===== config.mk =====
export PLATFORM = sky130hd
export DESIGN_NAME = adam_divsqrt
export DESIGN_NICKNAME = d
export VERILOG_FILES = /design/src/hw/rtl/adam_pkg.sv /design/src/hw/rtl/adam_divsqrt.sv
export SDC_FILE = /design/constraint.sdc
export NUM_CORES = 1
export LEC_CHECK = 0
export ABC_CLOCK_PERIOD_IN_PS = 14250
export BUFFER_PORTS_ARGS = -buffer_cell sky130_fd_sc_hd__buf_2
export CORE_MARGIN = 2
export CORE_UTILIZATION = 60
export CTS_BUF_LIST = sky130_fd_sc_hd__clkbuf_4
export DETAILED_ROUTE_END_ITERATION = 10
export GPL_ROUTABILITY_DRIVEN = 0
export HOLD_SLACK_MARGIN = 0.1
export PLACE_DENSITY = 0.94
export SLEW_MARGIN = 20
export SYNTH_ARGS = -nofsm -noshare
export SYNTH_HDL_FRONTEND = slang
export SYNTH_SLANG_ARGS = --single-unit

===== constraint.sdc =====
create_clock -name i_clk -period 14.25 [get_ports i_clk]
set_input_delay 1.425 -clock i_clk [delete_from_list [all_inputs] [get_ports i_clk]]
set_output_delay 1.425 -clock i_clk [all_outputs]
set_load 0.005 [all_outputs]

===== src/hw/rtl/adam_pkg.sv =====
// Shared types and constants for the fixed-point Adam update block.
// Used by adam_mem, adam_divsqrt and adam_optimizer_update; depends on nothing.
package adam_pkg;

    localparam int SLOT_COUNT_DEF = 4096;

    // Field widths
    localparam int PW   = 32;   // Q8.24 parameter and gradient
    localparam int SW   = 12;   // slot field
    localparam int CFGW = 24;   // configuration data
    localparam int MW   = 48;   // one moment entry
    localparam int MEMW = 2 * MW;

    // Configuration register indexes
    localparam logic [1:0] CFG_BETA_ONE   = 2'd0;
    localparam logic [1:0] CFG_BETA_TWO   = 2'd1;
    localparam logic [1:0] CFG_LEARN_RATE = 2'd2;

    localparam logic [23:0] BETA_ONE_RST   = 24'd15099494;
    localparam logic [23:0] BETA_TWO_RST   = 24'd16760439;
    localparam logic [23:0] LEARN_RATE_RST = 24'd16777;

    localparam logic [24:0] Q24_ONE   = 25'h1000000;
    localparam logic [52:0] EPS_Q32   = 53'd43;       // 1e-8 in Q.32
    localparam logic [33:0] DELTA_CAP = 34'h200000000;

    // Divide / square root unit
    localparam int DSQ_NW = 104;  // dividend / radicand
    localparam int DSQ_DW = 53;   // divisor
    localparam int DSQ_RW = 56;   // partial remainder
    localparam int DSQ_SW = 52;   // root
    localparam int DSQ_CW = 7;
    localparam logic [DSQ_CW-1:0] DSQ_DIV_STEPS  = 7'd104;
    localparam logic [DSQ_CW-1:0] DSQ_SQRT_STEPS = 7'd52;

    typedef struct packed {
        logic start;
        logic is_sqrt;
    } t_dsq_req;

    typedef struct packed {
        logic busy;
        logic done;
    } t_dsq_stat;

endpackage


===== src/hw/rtl/adam_divsqrt.sv =====
// Shared bit-serial unit: restoring divide (one quotient bit per cycle) or
// digit-by-digit integer square root (one root bit per cycle). Uses adam_pkg.
module adam_divsqrt (
    input  logic                        i_clk,
    input  logic                        i_rst_n,
    input  adam_pkg::t_dsq_req          i_req,
    input  logic [adam_pkg::DSQ_NW-1:0] i_oper,
    input  logic [adam_pkg::DSQ_DW-1:0] i_divisor,
    output adam_pkg::t_dsq_stat         o_stat,
    output logic [adam_pkg::DSQ_NW-1:0] o_result
);

    localparam int NW = adam_pkg::DSQ_NW;
    localparam int DW = adam_pkg::DSQ_DW;
    localparam int RW = adam_pkg::DSQ_RW;
    localparam int QW = adam_pkg::DSQ_SW;
    localparam int CW = adam_pkg::DSQ_CW;

    logic                       r_busy;
    logic                       r_done;
    logic                       r_sqrt;
    logic [adam_pkg::DSQ_CW-1:0] r_cnt;
    logic [NW-1:0]              r_n;
    logic [RW-1:0]              r_rem;
    logic [QW-1:0]              r_root;
    logic [DW-1:0]              r_div;

    logic [RW-1:0] trial;
    logic [RW-1:0] sub;
    logic          ge;

    always_comb begin
        if (r_sqrt) begin
            trial = {r_rem[RW-3:0], r_n[NW-1 -: 2]};
            sub   = {2'b00, r_root, 2'b01};
        end else begin
            trial = {r_rem[RW-2:0], r_n[NW-1]};
            sub   = {{(RW-DW){1'b0}}, r_div};
        end
        ge = (trial >= sub);
    end

    always_ff @(posedge i_clk) begin
        if (!i_rst_n) begin
            r_busy <= 1'b0;
            r_done <= 1'b0;
            r_cnt  <= '0;
        end else begin
            r_done <= 1'b0;
            if (i_req.start) begin
                r_busy <= 1'b1;
                r_sqrt <= i_req.is_sqrt;
                r_cnt  <= i_req.is_sqrt ? adam_pkg::DSQ_SQRT_STEPS
                                        : adam_pkg::DSQ_DIV_STEPS;
                r_n    <= i_oper;
                r_div  <= i_divisor;
                r_rem  <= '0;
                r_root <= '0;
            end else if (r_busy) begin
                r_rem <= ge ? (trial - sub) : trial;
                if (r_sqrt) begin
                    r_root <= {r_root[QW-2:0], ge};
                    r_n    <= {r_n[NW-3:0], 2'b00};
                end else begin
                    r_n <= {r_n[NW-2:0], ge};
                end
                r_cnt <= r_cnt - 1'b1;
                if (r_cnt == CW'(1)) begin
                    r_busy <= 1'b0;
                    r_done <= 1'b1;
                end
            end
        end
    end

    assign o_stat.busy = r_busy;
    assign o_stat.done = r_done;
    assign o_result    = r_sqrt ? {{(NW-QW){1'b0}}, r_root} : r_n;

endmodule


==> summary.txt <==
Timing
  – Worst Clk Skew: between 30 and 40 ps
  – Post-route clock period utilization: roughly two fifths
  – RSZ-0062 raised after global routing: no
  – Setup ws final: 8590 ps
  – Setup tns final: 0 ps
  – Slew Viols, Final: 0
  – Final hold violations: 0
  – Worst slew pin tran: 1080 ps
  – Worst rel slew slack: 27.5%
  – Fmax: around 180 MHz
  – Final critical-path required period: between 5000 and 6000 ps
  – Final setup viols: 0

Drt
  – Routed Antenna Nets: 0
  – Vias: roughly 14000
  – Total Routed Length: 40700 µm
  – Via density per instance: ~6
  – Mean routed wirelength per cell: 17.7 µm
  – DR iter-0 viols: ~1100
  – Drt drc: 0
  – Initial DRT Pass Iterations: 6

Clock tree
  – Post-CTS setup buffer count: 0
  – Clk_lat worst skew: around 700 ps
  – Post-cts sizing count: 0
  – Worst-path clk slew: 70 ps
  – Root Driver: clkbuf_4
  – H-tree depth: 3
  – Clock sinks: around 270
  – TritonCTS clock tree: yes
  – CTS Hold Bufs: 0
  – Clock Path Buffers: 3
  – Inserted Clock Buffers: roughly 70

Yosys
  – Post-Synthesis Net Count: around 1800
  – Top FF cell, synth: edfxtp_1
  – Yosys top cell by area: edfxtp_1
  – Most common cell in the netlist: edfxtp_1
  – Register area share after synthesis: 48.3%
  – Share of the synthesized area in the top cell type: 47.2%
  – Synthesis-stage register bit count: ~270
  – Avg Cell Area, Syn: slightly above 10 µm²
  – Async SR Flop Fraction: 0%
  – Synth warnings: 0
  – Largest cells by area after synthesis: edfxtp_1 47%, mux2_2 6.9%, mux2i_1 6.3%, nand2_1 5.1%, a21oi_1 4.2%
  – Yosys cell types: between 60 and 70
  – EDFF count, synth: approximately 270
  – Mapped Area: about 0.017 mm²
  – Gate Count Post-Synth: approximately 1600
  – Synth cell count leaders: 265 x edfxtp_1, 229 x nand2_1, 142 x a21oi_1, 142 x o21ai_0, 109 x nor2b_1

Critical path
  – CP Cell Sequence: buf_4 -> buf_4 -> mux2_2 -> ha_1 -> nand4_1 -> or3_1 -> or4_1 -> o21bai_4 -> a21oi_4 -> or2_2 -> buf_4 -> o2111ai_1 -> mux2i_1
  – Slowest cell on the critical path: buf_4
  – CP max FO: 63
  – Critical path class: flop to flop
  – Critical path data required time: 14660 ps
  – Worst Path Arrival: 6070 ps
  – Startpoint types: flop
  – Most Frequent Cell on Critical Path: buf_4
  – Setup slack, reg-to-reg: 8590 ps
  – Delay-heaviest family, CP: buffers and inverters
  – Critical Path Max Stage Delay: between 800 and 900 ps
  – Number of buffers and inverters on the critical path: 3
  – CP endpoint kind: flop

Power and ir drop
  – Cell Int Power: approximately 1700 µW
  – Clk pwr share: between 20% and 30%
  – LEAKAGE: 0.00788 µW
  – Sw power: between 700 and 800 µW
  – Seq pwr share: about two fifths
  – PD cells: between 100 and 150 mW/mm²
  – Comb power frac: 30.1%
  – Switching Fraction: 32.2%
  – Worst vdd ir: about 0.00007 V

Die
  – Die X: 172 µm
  – Initial core utilization: between 60% and 70%
  – Die H: approximately 170 µm
  – Core ar.: 0.0277 mm²
  – Die footprint: just under 0.03 mm²
  – Cell Rows: between 60 and 70
  – Ports: 267

Placement
  – Pre-CTS setup slack: around 8600 ps
  – Final HPWL DP: 28400 µm
  – Count of input and output buffers: approximately 270

Global routing
  – Gr usage total: between 20% and 30%
  – GRT Residual Overflow: 0
  – Number of global-route vias before repair: around 13000
  – Number of antenna violations at the first check in global routing: 3
  – First-pass GRT wire length: 63800 µm
  – Largest net degree at the start of global routing: between 90 and 100

Finish
  – Layout cells sized above 1: about a quarter
  – Multi-input gate area: ~0.0082 mm²
  – Filler cells: roughly 2000
  – Seq. cell area: just over 0.008 mm²
  – Layout Nets: approximately 2100
  – Area growth, synth to finish: 14.4%

Run status
  – Status: complete, no violations

Hold path
  – Hold Crit Class: flop to flop

Run
  – Max_cap viols: 0
==> state kept, by name, summed over array words and instances, names as in the netlist <==
register,flops
r_cnt,7
r_root,52
r_sqrt,1
r_busy,1
r_rem,55
r_n,104
r_done,1
r_div,53
==> per-layer routing <==
metal | vias to the layer above | wire, µm | GRT usage, %
met5 | - | 0 | 0
met1 | 6439 | 17000 | 34.1
li1 | 6528 | - | -
met3 | 111 | 3500 | 5.73
met4 | 0 | 1050 | 9.99
met2 | 699 | 19200 | 45.6
==> power by group through the flow <==
stage / clock network [µW] / registers [µW] / logic (µW)
after floorplan: 0 / 1020 / 548
after global placement: 0 / 1020 / 697
after detailed placement: 0 / 1030 / 719
after CTS: 723 / 1010 / 726
after global routing: 762 / 1020 / 811
final: 704 / 1010 / 739
==> metrics by stage <==
stage	area [µm²]	utilization [%]	hold slack [ps]	cells	power (µW)
floorplan	16900	-	484	1628	1570
global placement	18300	66.2	497	2179	1720
detailed placement	18300	66.2	516	2179	1750
CTS	19300	69.6	522	2301	2460
global route	19300	69.6	554	2304	2590
finish	19300	69.6	516	2304	2460
==> cells by family (layout without fill, tap and decap cells) <==
kind of cell	Yosys count	after routing	share of synthesized area, %
flip-flops	274	274	48.3
other	0	3	0
AND/OR/NAND/NOR	507	507	14.5
adder cells (fa/ha/maj)	57	57	4.28
XOR/XNOR	47	47	2.44
buffers and inverters	125	420	3.01
AO/OA/AOI/OAI	409	409	14.3
multiplexers	209	209	13.2
==> worst paths after layout <==
| check | depth (start not counted) | from | to |
|---|---|---|---|
| worst min-delay path | 2 | r_cnt[1] | r_cnt[1] |
| worst max-delay path | 13 | r_sqrt | r_rem[54] |
| worst max register to register | 13 | r_sqrt | r_rem[54] |
| worst min register to register | 2 | r_cnt[1] | r_cnt[1] |
==> final cells by class <==
class	instances	share of cell area, %
Timing Repair Buffer	279	7.46
Multi-Input combinational cell	1229	42.6
Clock inverter	20	0.857
Inverter	19	0.396
Sequential cell	274	42.2
Tap cell	378	2.45
Antenna cell	3	0.0389
Clock buffer	102	3.97
==> layout by cell type, fill, tap and decap left out, drive strengths merged, types with 20 or more instances in the layout <==
master	Yosys	layout
a21oi	143	143
a21o	26	26
xor2	24	24
xnor2	23	23
mux2i	106	106
nand2	229	229
o21ai	143	143
mux2	103	103
clkbuf	77	103
edfxtp	265	265
nor2	67	67
ha	56	56
inv	18	20
nand4	21	21
buf	29	278
nor2b	109	109
==> worst min-delay path, cell delays in order (launching register included) <==
cell	delay, ps
dfxtp_1	320
nor2_1	100
a211oi_1	50
Note: power is estimated with default switching activity, not from simulation.
